### config.mk
export PLATFORM = sky130hd
export DESIGN_NAME = iso_fletcher_checkbyte_generator_core
export DESIGN_NICKNAME = d
export VERILOG_FILES = /design/src/hdl/fcgen_pkg.sv /design/src/hdl/fcgen_front.sv /design/src/hdl/fcgen_queue.sv /design/src/hdl/fcgen_back.sv /design/src/hdl/iso_fletcher_checkbyte_generator_core.sv
export VERILOG_INCLUDE_DIRS = /design/src /design/src/hdl
export SDC_FILE = /design/constraint.sdc
export NUM_CORES = 1
export LEC_CHECK = 0
export ABC_AREA = 1
export BUFFER_PORTS_ARGS = -buffer_cell sky130_fd_sc_hd__buf_2
export CAP_MARGIN = 20
export CORE_ASPECT_RATIO = 1.75
export CORE_MARGIN = 10
export CORE_UTILIZATION = 35
export CTS_CLUSTER_SIZE = 25
export DETAILED_ROUTE_END_ITERATION = 6
export SYNTH_ARGS = -nofsm -noshare
export SYNTH_HDL_FRONTEND = slang
export SYNTH_SLANG_ARGS = --single-unit
### constraint.sdc
create_clock -name aclk -period 7.66 [get_ports aclk]
set_input_delay 0.766 -clock aclk [delete_from_list [all_inputs] [get_ports aclk]]
set_output_delay 0.766 -clock aclk [all_outputs]
set_load 0.1 [all_outputs]
### src/hdl/iso_fletcher_checkbyte_generator_core_defines.svh
// Assertion macros used by the checksum generator queue.
`ifndef ISO_FLETCHER_CHECKBYTE_GENERATOR_CORE_DEFINES_SVH
`define ISO_FLETCHER_CHECKBYTE_GENERATOR_CORE_DEFINES_SVH

// Same-cycle implication, disabled while reset is low.
`define FCGEN_ASSERT_NOW(label, clk, rstn, ante, cons) \
    label: assert property (@(posedge clk) disable iff (!rstn) (ante) |-> (cons)) \
        else $error("fcgen same-cycle check failed");

// Next-cycle implication, disabled while reset is low.
`define FCGEN_ASSERT_NEXT(label, clk, rstn, ante, cons) \
    label: assert property (@(posedge clk) disable iff (!rstn) (ante) |=> (cons)) \
        else $error("fcgen next-cycle check failed");

`endif

### src/hdl/fcgen_pkg.sv
package fcgen_pkg;

    // Modulus of both running sums.
    localparam int MOD = 255;
    // Byte count at which the message length saturates.
    localparam logic [15:0] MAX_LEN = 16'hFFFF;
    // Reset value of the checksum offset register.
    localparam logic [15:0] OFFSET_RESET = 16'd14;
    // Depth of the queue between accumulator and finisher.
    localparam int QUEUE_DEPTH = 2;
    localparam int QUEUE_AW = $clog2(QUEUE_DEPTH);
    localparam int QUEUE_CW = $clog2(QUEUE_DEPTH + 1);

    // Finished message summary handed from the front to the back.
    typedef struct packed {
        logic [7:0] sum_a;
        logic [7:0] sum_b;
        logic [7:0] n_mod;
        logic [7:0] k_mod;
    } sums_t;

    // Reduce a value below 2*255+1 to its residue modulo 255.
    function automatic logic [7:0] red9(input logic [8:0] v);
        logic [8:0] r;
        if (v >= 9'(2 * MOD)) begin
            r = v - 9'(2 * MOD);
        end else if (v >= 9'(MOD)) begin
            r = v - 9'(MOD);
        end else begin
            r = v;
        end
        return r[7:0];
    endfunction

    // Residue of a 16-bit value modulo 255 (256 is congruent to 1).
    function automatic logic [7:0] red16(input logic [15:0] v);
        logic [8:0] s;
        s = {1'b0, v[15:8]} + {1'b0, v[7:0]};
        return red9(s);
    endfunction

    // A zero check byte is sent as 255.
    function automatic logic [7:0] fix_zero(input logic [7:0] v);
        return (v == 8'd0) ? 8'hFF : v;
    endfunction

endpackage

### src/hdl/fcgen_front.sv
module fcgen_front (
    input  logic                aclk,
    input  logic                aresetn,
    input  logic                cfg_valid,
    output logic                cfg_ready,
    input  logic [15:0]         cfg_data,
    input  logic                in_valid,
    output logic                in_ready,
    input  logic [7:0]          in_byte,
    input  logic                in_last,
    input  logic                q_room,
    output logic                q_push,
    output fcgen_pkg::sums_t    q_data
);

    logic [15:0] offset_reg, offset_next;
    logic [15:0] cnt_reg, cnt_next;
    logic [7:0]  cnt_mod_reg, cnt_mod_next;
    logic [7:0]  sum_a_reg, sum_a_next;
    logic [7:0]  sum_b_reg, sum_b_next;

    logic        accept;
    logic        active;
    logic        blank;
    logic [7:0]  byte_eff;
    logic [7:0]  upd_a, upd_b, upd_mod;
    logic [15:0] upd_cnt;

    assign cfg_ready = 1'b1;
    assign in_ready  = q_room;
    assign accept    = in_valid && in_ready;
    assign q_push    = accept && in_last;

    // Counting stops at the length limit; the two check-byte positions add zero.
    always_comb begin
        active   = (cnt_reg != fcgen_pkg::MAX_LEN);
        blank    = (cnt_reg == offset_reg) ||
                   ({1'b0, cnt_reg} == ({1'b0, offset_reg} + 17'd1));
        byte_eff = blank ? 8'd0 : in_byte;
        if (active) begin
            upd_a   = fcgen_pkg::red9({1'b0, sum_a_reg} + {1'b0, byte_eff});
            upd_b   = fcgen_pkg::red9({1'b0, sum_b_reg} + {1'b0, upd_a});
            upd_cnt = cnt_reg + 16'd1;
            upd_mod = (cnt_mod_reg == 8'(fcgen_pkg::MOD - 1)) ? 8'd0 : cnt_mod_reg + 8'd1;
        end else begin
            upd_a   = sum_a_reg;
            upd_b   = sum_b_reg;
            upd_cnt = cnt_reg;
            upd_mod = cnt_mod_reg;
        end
    end

    // Summary of the message that ends with this item.
    always_comb begin
        q_data.sum_a = upd_a;
        q_data.sum_b = upd_b;
        q_data.n_mod = upd_mod;
        q_data.k_mod = fcgen_pkg::red16(offset_reg);
    end

    // Next state: update on each item, clear after the last one.
    always_comb begin
        offset_next  = (cfg_valid && cfg_ready) ? cfg_data : offset_reg;
        sum_a_next   = sum_a_reg;
        sum_b_next   = sum_b_reg;
        cnt_next     = cnt_reg;
        cnt_mod_next = cnt_mod_reg;
        if (accept) begin
            if (in_last) begin
                sum_a_next   = 8'd0;
                sum_b_next   = 8'd0;
                cnt_next     = 16'd0;
                cnt_mod_next = 8'd0;
            end else begin
                sum_a_next   = upd_a;
                sum_b_next   = upd_b;
                cnt_next     = upd_cnt;
                cnt_mod_next = upd_mod;
            end
        end
    end

    always_ff @(posedge aclk) begin
        if (!aresetn) begin
            offset_reg  <= fcgen_pkg::OFFSET_RESET;
            sum_a_reg   <= 8'd0;
            sum_b_reg   <= 8'd0;
            cnt_reg     <= 16'd0;
            cnt_mod_reg <= 8'd0;
        end else begin
            offset_reg  <= offset_next;
            sum_a_reg   <= sum_a_next;
            sum_b_reg   <= sum_b_next;
            cnt_reg     <= cnt_next;
            cnt_mod_reg <= cnt_mod_next;
        end
    end

endmodule

### src/hdl/fcgen_queue.sv
`include "iso_fletcher_checkbyte_generator_core_defines.svh"

module fcgen_queue (
    input  logic                aclk,
    input  logic                aresetn,
    input  logic                push,
    input  fcgen_pkg::sums_t    push_data,
    output logic                room,
    input  logic                pop,
    output logic                head_valid,
    output fcgen_pkg::sums_t    head_data
);

    fcgen_pkg::sums_t                   entry_reg [fcgen_pkg::QUEUE_DEPTH];
    logic [fcgen_pkg::QUEUE_AW-1:0]     wr_ptr_reg, wr_ptr_next;
    logic [fcgen_pkg::QUEUE_AW-1:0]     rd_ptr_reg, rd_ptr_next;
    logic [fcgen_pkg::QUEUE_CW-1:0]     count_reg, count_next;

    assign room       = (count_reg != fcgen_pkg::QUEUE_CW'(fcgen_pkg::QUEUE_DEPTH));
    assign head_valid = (count_reg != '0);
    assign head_data  = entry_reg[rd_ptr_reg];

    // Pointer and fill count update.
    always_comb begin
        wr_ptr_next = wr_ptr_reg;
        rd_ptr_next = rd_ptr_reg;
        count_next  = count_reg;
        if (push) begin
            wr_ptr_next = (wr_ptr_reg == fcgen_pkg::QUEUE_AW'(fcgen_pkg::QUEUE_DEPTH - 1)) ?
                          '0 : wr_ptr_reg + 1'b1;
        end
        if (pop) begin
            rd_ptr_next = (rd_ptr_reg == fcgen_pkg::QUEUE_AW'(fcgen_pkg::QUEUE_DEPTH - 1)) ?
                          '0 : rd_ptr_reg + 1'b1;
        end
        if (push && !pop) begin
            count_next = count_reg + 1'b1;
        end else if (pop && !push) begin
            count_next = count_reg - 1'b1;
        end
    end

    always_ff @(posedge aclk) begin
        if (!aresetn) begin
            wr_ptr_reg <= '0;
            rd_ptr_reg <= '0;
            count_reg  <= '0;
        end else begin
            wr_ptr_reg <= wr_ptr_next;
            rd_ptr_reg <= rd_ptr_next;
            count_reg  <= count_next;
        end
    end

    // Entry storage.
    always_ff @(posedge aclk) begin
        if (push) begin
            entry_reg[wr_ptr_reg] <= push_data;
        end
    end

    // A push never lands on a full queue, and a pop never takes from an empty one.
    `FCGEN_ASSERT_NOW(a_no_push_full, aclk, aresetn, push, room)
    `FCGEN_ASSERT_NOW(a_no_pop_empty, aclk, aresetn, pop, head_valid)
    // A lone push grows the fill count by one.
    `FCGEN_ASSERT_NEXT(a_push_grows, aclk, aresetn, push && !pop, count_reg == $past(count_reg) + 1'b1)

endmodule

### src/hdl/fcgen_back.sv
module fcgen_back (
    input  logic                aclk,
    input  logic                aresetn,
    input  logic                q_valid,
    input  fcgen_pkg::sums_t    q_data,
    output logic                q_pop,
    output logic                out_valid,
    input  logic                out_ready,
    output logic [15:0]         out_word
);

    logic        s1_valid_reg, s1_valid_next;
    logic [15:0] prod_x_reg;
    logic [15:0] prod_y_reg;
    logic [7:0]  s1_sum_b_reg;
    logic        o_valid_reg, o_valid_next;
    logic [15:0] o_word_reg;

    logic        s1_ready, o_ready;
    logic [7:0]  d, dm1;
    logic [7:0]  rx, ry, x, y;

    assign o_ready  = !o_valid_reg || out_ready;
    assign s1_ready = !s1_valid_reg || o_ready;
    assign q_pop    = q_valid && s1_ready;

    // Stage one: d = (n - k) mod 255 and the two products with sum_a.
    always_comb begin
        d   = fcgen_pkg::red9({1'b0, q_data.n_mod} + 9'(fcgen_pkg::MOD) - {1'b0, q_data.k_mod});
        dm1 = (d == 8'd0) ? 8'(fcgen_pkg::MOD - 1) : d - 8'd1;
    end

    // Stage two: reduce the products and form both check bytes.
    always_comb begin
        rx = fcgen_pkg::red16(prod_x_reg);
        ry = fcgen_pkg::red16(prod_y_reg);
        x  = fcgen_pkg::fix_zero(fcgen_pkg::red9({1'b0, rx} + 9'(fcgen_pkg::MOD) -
                                                 {1'b0, s1_sum_b_reg}));
        y  = fcgen_pkg::fix_zero(fcgen_pkg::red9({1'b0, s1_sum_b_reg} + 9'(fcgen_pkg::MOD) -
                                                 {1'b0, ry}));
    end

    // Valid flags advance where the next stage is free or being drained.
    always_comb begin
        s1_valid_next = s1_ready ? q_valid : s1_valid_reg;
        o_valid_next  = o_ready ? s1_valid_reg : o_valid_reg;
    end

    always_ff @(posedge aclk) begin
        if (!aresetn) begin
            s1_valid_reg <= 1'b0;
            o_valid_reg  <= 1'b0;
        end else begin
            s1_valid_reg <= s1_valid_next;
            o_valid_reg  <= o_valid_next;
        end
    end

    // Payload registers.
    always_ff @(posedge aclk) begin
        if (s1_ready) begin
            prod_x_reg   <= dm1 * q_data.sum_a;
            prod_y_reg   <= d * q_data.sum_a;
            s1_sum_b_reg <= q_data.sum_b;
        end
        if (o_ready) begin
            o_word_reg <= {x, y};
        end
    end

    assign out_valid = o_valid_reg;
    assign out_word  = o_word_reg;

endmodule

### src/hdl/iso_fletcher_checkbyte_generator_core.sv
// ISO 8473 Fletcher check-byte generator.
// The s_ channel carries message bytes: s_tdata is the byte, s_tlast marks
// the final byte of a message. One byte is taken per cycle while the
// internal queue has room. After each last byte one item leaves on the
// m_ channel: m_tdata holds check byte X in bits 15..8 and Y in bits 7..0.
// The cfg channel writes the 16-bit offset of the two check-byte positions,
// which are summed as zero; cfg_ready is always high.
// m_tvalid rises once a last byte has passed through the queue, the
// product stage and the output register. Throughput is one byte per
// cycle while the queue has room, and up to one check word per cycle.
// When the receiver stalls, finished words wait in the output register,
// the product stage and a two-entry queue; bytes keep flowing until the
// queue fills, then s_tready drops.
// Reset clears the sums, the byte count and all valid flags, and sets the
// offset to 14.
module iso_fletcher_checkbyte_generator_core (
    input  logic        aclk,
    input  logic        aresetn,
    input  logic        cfg_valid,
    output logic        cfg_ready,
    input  logic [15:0] cfg_data,
    input  logic        s_tvalid,
    output logic        s_tready,
    input  logic [7:0]  s_tdata,   // [7:0] data_byte
    input  logic        s_tlast,
    output logic        m_tvalid,
    input  logic        m_tready,
    output logic [15:0] m_tdata    // [15:0] check_word
);

    logic             q_room, q_push, q_pop, q_valid;
    fcgen_pkg::sums_t q_in, q_out;

    // Front: accepts bytes and accumulates the two sums.
    fcgen_front u_front (
        .aclk      (aclk),
        .aresetn   (aresetn),
        .cfg_valid (cfg_valid),
        .cfg_ready (cfg_ready),
        .cfg_data  (cfg_data),
        .in_valid  (s_tvalid),
        .in_ready  (s_tready),
        .in_byte   (s_tdata),
        .in_last   (s_tlast),
        .q_room    (q_room),
        .q_push    (q_push),
        .q_data    (q_in)
    );

    // Queue of finished message summaries.
    fcgen_queue u_queue (
        .aclk       (aclk),
        .aresetn    (aresetn),
        .push       (q_push),
        .push_data  (q_in),
        .room       (q_room),
        .pop        (q_pop),
        .head_valid (q_valid),
        .head_data  (q_out)
    );

    // Back: turns a summary into the check word.
    fcgen_back u_back (
        .aclk      (aclk),
        .aresetn   (aresetn),
        .q_valid   (q_valid),
        .q_data    (q_out),
        .q_pop     (q_pop),
        .out_valid (m_tvalid),
        .out_ready (m_tready),
        .out_word  (m_tdata)
    );

endmodule
# Yosys cells after proc, flatten, opt, wreduce, memory -nomap -nowiden
# Memories as Yosys holds them, arrays and structs flattened. A register that Yosys moved wholly into a read port is not among the register bits.
# Index checks and enable logic that the tools add are counted.
# totals
regBits	118
ram_bits	64
in_bits	30
out_inout_bits	19
word_cells	129
mem_count	1
# mem_list
name	depth	width	rd	rd_ports_with_merged_regs	wr	line_no	rtl
u_queue.entry_reg	2	32	1	1	1	fcgen_queue.sv:14	fcgen_pkg::sums_t entry_reg [fcgen_pkg::QUEUE_DEPTH];
# classes
add_sub_neg	35
mul	2
order_cmp	16
n_eq_ne	5
n_mux	36
reduce_logical	19
# ops
operator	n
8-bit two-way mux	26
8-bit subtractor (second input constant)	16
9-bit by 8-bit >= comparator with 1-bit output (second input constant)	8
9-bit >= comparator (second input constant)	8
8-bit by 8-bit adder with 9-bit output	5
8-bit by 8-bit multiplier with 16-bit output	2
16-bit two-way mux	2
8-bit by 8-bit adder with 9-bit output (second input constant)	3
9-bit by 8-bit subtractor with 9-bit output	3
8-bit logical NOT	3
16-bit by 1-bit adder with 17-bit output (second input constant)	1
16-bit by 17-bit == test with 1-bit output	1
16-bit by 1-bit adder with 16-bit output (second input constant)	1
16-bit == test	1
16-bit != test (second input constant)	1
8-bit by 1-bit adder with 8-bit output (second input constant)	1
8-bit == test (second input constant)	1
8-bit by 1-bit subtractor with 8-bit output (second input constant)	1
1-bit two-way mux	6
2-bit nonzero test	3
1-bit logical AND	5
1-bit logical NOT	4
2-bit two-way mux	2
1-bit logical OR	3
other kinds (5)	6

# Longest topological paths before layout
# Gate-level depths: netlist of run 1.
# depth
ltp_word	15
ltp_mapped	49
mapped_depth_nobuf	49

# Cells and area by module
# From an unflattened synthesis of run 1, not the netlist that was laid out.
# unflattened
cells_unflattened	2285
hier_area_um2	18024.8
# by_module_without_submodules
mod	n_inst	cells_each	area_each_um2	seq_area_each_um2
fcgen_back	1	1256	9653.0	1721.7
fcgen_front	1	894	5677.9	1121.1
fcgen_queue	1	135	2693.8	2021.9

# Worst setup path after synthesis of run 1
# OpenSTA, ideal clock, no wires.
# synth_path
kind	reg-to-reg
from	register with a tool-made name
to	register u_back.prod_x_reg[15], data pin
t_arrival_ns	7.805
t_required_ns	7.398
slack_ns	-0.407
stages_incl_launch_ff	44
path_buffers	3
synth_period_minus_slack_ns	8.067
cell_sequence	dfxtp_1 clkbuf_1 buf_1 mux2i_1 ha_1 inv_1 fa_1 xnor2_1 ha_1 nand2_1 inv_1 nand2_2 nand2_2 nand2_4 nand2_8 nand2_1 nand2_1 nand2_1 [8 not listed] fa_1 fa_1 fa_1 fa_1 inv_1 ha_1 nand2_1 o21ai_0 nand2_1 nand2_1 a21oi_1 o21ai_0 a21oi_1 o21bai_1 nand2_1 nand2_1 a21oi_1 xor2_1
# synth_rtl
item	line_no	rtl
end signal: assignment	fcgen_back.sv:62	prod_x_reg <= dm1 * q_data.sum_a;
end: declaration	fcgen_back.sv:13	logic [15:0] prod_x_reg;

==> results of run 1 <==
## critical path, delay by kind of cell, from the launching register on
kind	cells	cell delay, ns
buffers and inverters	6	0.38
XOR/XNOR	1	0.14
adder cells (fa/ha/maj)	8	3.16
multiplexers	1	0.23
flip-flops	1	0.41
AND/OR/NAND/NOR	21	1.94
AO/OA/AOI/OAI	6	0.74
## what timing repair did
action                     in CTS  in global routing
gates resized for setup         2                 37
setup buffers                   0                  6
pin swaps                       0                  5
setup endpoints to repair       1                 28
## placed cells by master, fill, tap and decap left out, drive strengths merged, types with 3 or more instances in the layout
cell type / n
nand2: 631
inv: 364
nor2: 223
ha: 167
nand3: 146
edfxtp: 120
a21oi: 118
buf: 99
xor2: 91
o21ai: 89
fa: 80
dfxtp: 63
nand4: 44
xnor2: 24
or2: 18
clkbuf: 17
mux2: 15
nor3: 14
a21boi: 14
nor4: 10
nand3b: 9
clkinv: 8
mux2i: 7
nor3b: 7
o211ai: 6
a31oi: 6
o21bai: 5
and2: 4
a21o: 4
o221ai: 3
o31ai: 3
or3: 3
## final cells by class
cell class,count,area (sq um),area share [%]
tap,660,826,4.19
timing repair buffer,99,669,3.39
clock buffer,17,425,2.16
sequential,183,4870,24.7
multi-input combinational,1748,11400,57.7
inverter,357,1340,6.79
clock inverter,15,218,1.10
## path summary, 6_finish.rpt
path,depth (start not counted),to,from
setup / recovery,43,u_back.prod_x_reg[15],flop
hold / removal,2,u_back.out_valid,u_back.s1_valid_reg
setup reg to reg,43,u_back.prod_x_reg[15],flop
hold reg to reg,2,u_back.out_valid,u_back.s1_valid_reg
## metal layers
| layer | up-vias | global-route usage (%) | routed length [um] |
|---|---|---|---|
| li1 | 7684 | - | - |
| met1 | 7010 | 13.4 | 15300 |
| met2 | 284 | 30.1 | 24500 |
| met3 | 122 | 1.76 | 1150 |
| met4 | 0 | 7.18 | 1840 |
| met5 | - | 0 | 0 |
## logic make-up (layout without fill, tap and decap cells)
group           Yosys count  in the layout
xor+xnor                115            115
other cells               1              1
mux                      22             22
simple gates           1110           1110
buf+inv                 387            488
fa+ha+maj               247            247
compound gates          253            253
flops                   183            183
## metrics by stage
step / setup TNS, ns / worst slack (ns) / hold slack [ns] / cells / instance area (sq um)
finish: 0 / 0.399 / 0.467 / 3079 / 19700
CTS: 0 / 0.0851 / 0.471 / 3072 / 19500
floorplan: 0 / 0.000826 / 0.431 / 2318 / 17600
global route: -0.0630 / -0.0354 / 0.496 / 3079 / 19700
global placement: 0 / 0.0993 / 0.450 / 3040 / 18900
detailed placement: -0.0607 / -0.0607 / 0.459 / 3040 / 18900
==> key figures, run 1 <==
Status
  – Status: complete, no violations

Logic synthesis
  – Post-Syn Area: 17600 sq um
  – Simple-Gate Fraction of Synth Area: 27.5%
  – Largest family of logic cells by synthesized area: simple AND/OR/NAND/NOR gates
  – Adder-Cell Fraction of Synth Area: 21.0%
  – Syn avg cell area: 7.58 sq um
  – Post-synthesis sequential area ratio: about 28%
  – XOR/XNOR Fraction of Synth Area: 5.93%
  – #FFs+latches synth: approximately 180
  – Synth area leader: edfxtp_1
  – Commonest cells in the netlist: 603 x nand2_1, 341 x inv_1, 216 x nor2_1, 167 x ha_1, 139 x nand3_1
  – Top-area cell type share of the netlist area: around a fifth
  – Post-synth EDFFs: 120
  – Asr flop ratio synth: 0%
  – Main flop type after synthesis: edfxtp_1
  – Mux cell area share after synthesis: around 1.4%
  – Cells after Synth: between 2000 and 2500
  – Compound-Gate Fraction of Synth Area: ~8%
  – Post-Syn Nets: ~2600
  – Synth top area cells: edfxtp_1 21%, nand2_1 13%, ha_1 12%
  – Warnings from Yosys: 0
  – Synth cell types: 56
  – Cell with the most instances after synthesis: nand2_1

Routing
  – Routed WL: 42800 um
  – Via density: slightly below 5
  – Pre-Repair DR Iteration Count: 5
  – DR DRC count: 0
  – Antenna viol nets, final: 0
  – Avg WL per Cell: between 10 and 15 um
  – DRT iter0 DRCs: roughly 660
  – Via count: around 15000

Critical path
  – Arrival time at the worst endpoint: between 7 and 8 ns
  – Worst Path Max Fanout: 10
  – Slowest CP cell: fa_1
  – CP Launch Type: flop
  – Max incr delay on CP: 0.56 ns
  – R2R Setup Slk: 0.40 ns
  – WS Path Type: reg -> reg
  – CP required: ~8 ns
  – Cell mode on critical path: nand2_1
  – CP endpoint kind: flop

STA
  – Unrepaired setup endpoints after global routing: yes
  – Fin crit share: 94.8%
  – Final Hold Violating Endpoints: 0
  – Min cycle time layout: 7.26 ns
  – Slew margin rel.: between 30% and 40%
  – Final number of setup-violating endpoints: 0
  – Tightest Pin Transition: between 1 and 1.5 ns
  – Fmax: 138 MHz
  – Max Slew Vio Count: 0
  – Final Skew: around 0.016 ns

Global route
  – Vias in the first global route: ~15000
  – First-pass GRT wire length: between 70000 and 80000 um
  – GR Overflow Total: 0
  – Largest net degree at the start of global routing: 43
  – Global-route usage over all layers: ~15%
  – Initial antenna violation count: 0

Job
  – # Max-Cap Violations: 0

Cells and area
  – Utilization after layout: approximately two fifths
  – N_diodes: 0
  – Fill cells: about 5000
  – NumNets Final: 2683
  – Proportion of layout cells with a drive suffix above 1: between 10% and 20%
  – Area grow syn2layout: 12.3%
  – Max reg flops: 64

Floorplanning
  – # IOs: 49
  – Total core area: 49600 sq um
  – Die area: roughly 60000 sq um
  – Initial core utilization: between 30% and 40%
  – Die Ht: ~320 um
  – Die width: around 190 um
  – # rows: roughly 110

Clock network
  – Clock Tree Root: clkbuf_16
  – Clock transition at the registers of the reported paths: approximately 0.080 ns
  – Hold buffers post-CTS: 0
  – CTS buffer count: 17
  – Sink Count: between 150 and 200
  – Clock Tree Buf Depth: 2
  – Clk_lat worst skew: approximately 0.46 ns
  – TritonCTS clock tree: yes
  – Htree depth: 4

Hold path
  – Hold Path Class: reg -> reg

Place
  – Port-buffer cells: 47
  – Hpwl dp: around 36000 um
  – GPL Wtd Cong: between 0.9 and 1
Power of run 1 is left out: the tool's default activity adds up to more than one toggle a clock period on the data nets, which glitch-free logic cannot reach.
==> run 2, diff against run 1 <==
clock period = 6.35 ns   (was 7.66 ns; I/O delays follow)
==> key figures, run 2 (synthesis results as in run 1) <==
Clock network
  – Clock transition at the registers of the reported paths: 0.09 ns (about the same)
  – CTS buffer count: 17 (unchanged)
  – Sink Count: 183 (unchanged)
  – Clk_lat worst skew: 0.46 ns (about the same)
  – Clock Tree Buf Depth: 2 (unchanged)
  – TritonCTS clock tree: yes
  – Hold buffers post-CTS: 0 (unchanged)
  – Htree depth: 4 (unchanged)
  – Clock Tree Root: clkbuf_16

Job
  – # Max-Cap Violations: 0 (unchanged)

Critical path
  – R2R Setup Slk: -0.42 ns (-0.82 ns)
  – Worst Path Max Fanout: 6 (-4)
  – CP required: 6.54 ns (-1.32 ns)
  – Slowest CP cell: fa_1
  – R2R depth: 45 (+4.7%)
  – Arrival time at the worst endpoint: 6.96 ns (-0.50 ns)
  – WS Path Type: reg -> reg
  – Cell mode on critical path: nand2_2
  – Max incr delay on CP: 0.51 ns (-0.05 ns)
  – CP Launch Type: flop
  – CP endpoint kind: flop

Cells and area
  – Commonest non-fill, non-tap cell in the layout: nand2_1
  – N_diodes: 0 (unchanged)
  – Non-Filler Instances: 3328 (+8.1%)
  – Area occupied by multi-input gates: 12800 sq um (+13%)
  – NumNets Final: 2932 (+9.3%)
  – Register area: 4870 sq um (+0.10%)
  – Max reg flops: 64 (unchanged)
  – Most frequent cells in the layout: 527 x nand2_1, 307 x inv_1, 252 x buf_4
  – Proportion of layout cells with a drive suffix above 1: 29.0% (+18 points)
  – Area grow syn2layout: 32.4%
  – Fill cells: 4791 (-4.5%)

STA
  – Final worst slack: -0.419 ns (-0.819 ns)
  – Unrepaired setup endpoints after global routing: yes
  – Final Hold Violating Endpoints: 0 (unchanged)
  – Min cycle time layout: 6.77 ns (-0.491 ns)
  – Final Skew: 0.0167 ns (+0.000370 ns)
  – Slew margin rel.: 31.1% (+0.31 points)
  – Fmax: 148 MHz (+7.3%)
  – Hold_ws: 0.392 ns (-0.0751 ns)
  – Final number of setup-violating endpoints: 15 (+15)
  – Fin crit share: 107% (+12 points)
  – Tightest Pin Transition: 1.03 ns (-0.00466 ns)
  – Setup Total Neg Slack: -2.24 ns (-2.24 ns)
  – Max Slew Vio Count: 0 (unchanged)

Global route
  – First-pass GRT wire length: 76400 um (+6.0%)
  – Global-route usage over all layers: 15.4% (+0.84 points)
  – Vias in the first global route: 16723 (+8.4%)
  – Largest net degree at the start of global routing: 43 (unchanged)
  – Initial antenna violation count: 0 (unchanged)
  – GR Overflow Total: 0 (unchanged)

Floorplanning
  – Die area: 59900 sq um (unchanged)
  – Die Ht: 316 um (unchanged)
  – # rows: 108 (unchanged)
  – Initial core utilization: 35.4% (unchanged)
  – # IOs: 49 (unchanged)
  – Total core area: 49600 sq um (unchanged)
  – Die width: 189 um (unchanged)

Routing
  – DR DRC count: 0 (unchanged)
  – Avg WL per Cell: 14.2 um (+2.2%)
  – Antenna viol nets, final: 0 (unchanged)
  – Via density: 4.90 (-0.14%)
  – Via count: 16298 (+7.9%)
  – Pre-Repair DR Iteration Count: 5 (unchanged)
  – Routed WL: 47300 um (+10%)
  – DRT iter0 DRCs: 748 (+13%)

Place
  – Placed Cells incl. Taps: 3228 (+6.2%)
  – Hpwl dp: 37200 um (+4.1%)
  – Port-buffer cells: 47 (unchanged)
  – GPL Wtd Cong: 0.909 (-0.42%)

Hold path
  – Hold Path Class: in -> reg
  – Hold depth: 3 (+1)

Status
  – Violated checks: setup timing
  – Status: finished, violations left
-- run 2: worst paths after layout --
| kind | startpoint | end |
|---|---|---|
| min | cfg_data[9] | u_front.offset_reg[9] |
| max | flop | u_back.prod_x_reg[15] |
| max reg2reg | flop | u_back.prod_x_reg[15] |
| min reg2reg | u_back.s1_valid_reg | u_back.out_valid |
-- run 2: layer usage --
| layer | vias to the layer above | GRT usage [%] | wire (um) | part of all wire, % |
|---|---|---|---|---|
| li1 | 8161 | - | - | - |
| met1 | 7762 | 13.9 | 16600 | 35 |
| met2 | 261 | 32.3 | 27500 | 58 |
| met3 | 114 | 1.86 | 1200 | 2.5 |
| met4 | 0 | 7.00 | 1940 | 4.1 |
| met5 | - | 0 | 0 | 0 |
-- run 2: through the flow --
step           setup WS [ns]  utilization [%]  cell area (sq um)
5_1_grt               -0.851             46.9              23200
3_5_place_dp          -0.621             41.2              20400
6_report              -0.419             46.9              23200
2_1_floorplan         -0.571                -              17800
4_1_cts               -0.368             44.3              22000
3_3_place_gp          -0.488             41.2              20400
-- run 2: layout make-up --
class / instances / area share [%]
clock inverters: 15 / 0.915
inverters: 357 / 5.88
repair buffers: 347 / 11.6
flip-flops and latches: 183 / 21.0
clock buffers: 17 / 1.83
well taps: 660 / 3.55
multi-input cells: 1749 / 55.3
-- run 2: timing repair --
item,CTS,global route
setup endpoints to repair,36,53
pin swaps,113,139
buffers inserted,41,31
resized for setup,157,259
cloned,1,0
-- run 2: worst max-delay path, delay by kind of cell (launching register included) --
kind	cells	cell delay (ns)
XOR/XNOR	2	0.38
flip-flops	1	0.40
buffers and inverters	9	0.55
adder cells (fa/ha/maj)	8	2.71
AO/OA/AOI/OAI	6	0.69
multiplexers	1	0.21
AND/OR/NAND/NOR	19	1.55
Power of run 2 is left out for the same reason.
==> run 3, diff against run 2 <==
ABC_CLOCK_PERIOD_IN_PS = 8650   (was unset)
CORE_UTILIZATION = 65   (was 35)
PLACE_DENSITY = 0.83   (was unset)
clock period = 8.65 ns   (was 6.35 ns; I/O delays follow)
==> key figures, run 3 (synthesis results as in run 1) <==
Clock network
  – Clock transition at the registers of the reported paths: 0.07 ns (-0.02 ns)
  – Clock Tree Root: clkbuf_16
  – CTS buffer count: 17 (unchanged)
  – Sink Count: 183 (unchanged)
  – Htree depth: 4 (unchanged)
  – Clk_lat worst skew: 0.47 ns (about the same)
  – Hold buffers post-CTS: 0 (unchanged)
  – Clock Tree Buf Depth: 2 (unchanged)
  – TritonCTS clock tree: yes

Critical path
  – R2R depth: 40 (-11%)
  – Arrival time at the worst endpoint: 8.22 ns (+1.26 ns)
  – WS Path Type: reg -> reg
  – CP endpoint kind: flop
  – CP required: 8.85 ns (+2.31 ns)
  – Reg-to-reg critical path endpoint: u_back.prod_x_reg[15]
  – Max incr delay on CP: 0.57 ns (+0.06 ns)
  – R2R Setup Slk: 0.63 ns (+1.05 ns)
  – Worst Path Max Fanout: 25 (+19)
  – CP Launch Type: flop
  – Slowest CP cell: fa_1
  – Cell mode on critical path: nand2_1

Cells and area
  – Register area: 4870 sq um (-0.15%)
  – Area grow syn2layout: 6.80%
  – Max reg flops: 64 (unchanged)
  – Fill cells: 2160 (-55%)
  – Area occupied by multi-input gates: 11200 sq um (-12%)
  – Non-Filler Instances: 2704 (-19%)
  – Proportion of layout cells with a drive suffix above 1: 8.11% (-21 points)
  – Most frequent cells in the layout: 603 x nand2_1, 341 x inv_1, 214 x nor2_1
  – Commonest non-fill, non-tap cell in the layout: nand2_1
  – NumNets Final: 2644 (-9.8%)
  – N_diodes: 0 (unchanged)

STA
  – Tightest Pin Transition: 1.08 ns (+0.0536 ns)
  – Final Skew: 0.0120 ns (-0.00464 ns)
  – Min cycle time layout: 8.02 ns (+1.25 ns)
  – Max Slew Vio Count: 0 (unchanged)
  – Slew margin rel.: 27.5% (-3.6 points)
  – Final number of setup-violating endpoints: 0 (-15)
  – Fmax: 125 MHz (-16%)
  – Fin crit share: 92.7% (-14 points)
  – Final Hold Violating Endpoints: 0 (unchanged)

Floorplanning
  – Die area: 34300 sq um (-43%)
  – Die Ht: 237 um (-25%)
  – # IOs: 49 (unchanged)
  – Total core area: 26600 sq um (-46%)
  – # rows: 79 (-27%)
  – Die width: 144 um (-24%)
  – Initial core utilization: 66.1% (+31 points)

Hold path
  – Hold Path Class: reg -> reg
  – Hold depth: 2 (-1)
  – Hold EP: u_back.out_valid
  – Hold Startpoint: u_back.s1_valid_reg

Global route
  – Initial antenna violation count: 0 (unchanged)
  – Largest net degree at the start of global routing: 43 (unchanged)
  – First-pass GRT wire length: 70300 um (-8.1%)
  – Vias in the first global route: 15709 (-6.1%)
  – GR Overflow Total: 0 (unchanged)
  – Global-route usage over all layers: 25.0% (+9.6 points)

Routing
  – Highest Signal Layer: met4
  – DR DRC count: 0 (unchanged)
  – Met2 routed WL: 23800 um (-13%)
  – Met3 wire len: 1300 um (+8.7%)
  – Via count: 15400 (-5.5%)
  – DRT iter0 DRCs: 832 (+11%)
  – DRT met1 WL: 14700 um (-12%)
  – Antenna viol nets, final: 0 (unchanged)
  – Pre-Repair DR Iteration Count: 6 (+1)
  – Routed WL: 41900 um (-11%)
  – Via density: 5.70 (+16%)
  – Avg WL per Cell: 15.5 um (+9.0%)

Place
  – Hpwl dp: 33900 um (-8.7%)
  – Placed Cells incl. Taps: 2672 (-17%)
  – Port-buffer cells: 47 (unchanged)
  – GPL Wtd Cong: 0.984 (+8.3%)

Status
  – Status: complete, no violations

Job
  – # Max-Cap Violations: 0 (unchanged)
==> run 3: worst max-delay path by stage <==
stage | slack [ns] | end | from | cells after the start
2_1_floorplan | 0.58 | u_back.prod_x_reg[15] | flop | 43
3_3_place_gp | 0.59 | u_back.prod_x_reg[15] | flop | 40
3_5_place_dp | 0.37 | u_back.prod_x_reg[15] | flop | 40
4_1_cts | 0.35 | u_back.prod_x_reg[15] | flop | 40
5_1_grt | -0.004 | u_queue.entry_reg[1][19] | u_front.offset_reg[1] | 39
6_report | 0.63 | u_back.prod_x_reg[15] | flop | 40
==> run 3: through the flow <==
stage,setup WS (ns),setup TNS [ns],hold WS [ns],util (%),instance area (sq um)
floorplan,0.583,0,0.431,-,17600
global placement,0.589,0,0.449,68.3,18200
detailed placement,0.368,0,0.472,68.3,18200
CTS,0.352,0,0.481,70.5,18700
global route,-0.00449,-0.00847,0.494,70.5,18800
finish,0.630,0,0.472,70.5,18800
==> run 3: cell type report <==
class	count	area share, %
flip-flops and latches	183	25.9
well taps	324	2.16
inverters	357	7.14
clock inverters	15	0.754
repair buffers	60	1.77
clock buffers	17	2.27
multi-input cells	1748	60.0
==> run 3: what timing repair did <==
item	in CTS	in global routing
gates resized for setup	0	4
setup buffers	0	0
hold endpoints to repair	0	0
setup endpoints to repair	0	9
==> run 3: critical path, delay by kind of cell (launching register included) <==
kind	cells	cell delay, ns
AOI/OAI and AO/OA	7	1.11
xor gates and xnor gates	1	0.14
adders and majority gates	8	3.33
buffers and inverters	6	1.02
DFF	1	0.49
and+or+nand+nor	18	1.64
==> run 3: metal layers <==
layer | up-vias | GRT usage (%)
met5 | - | 0
met4 | 0 | 12.9
met3 | 165 | 2.93
met2 | 411 | 50.4
met1 | 7224 | 23.3
li1 | 7600 | -
Power of run 3 is left out for the same reason.
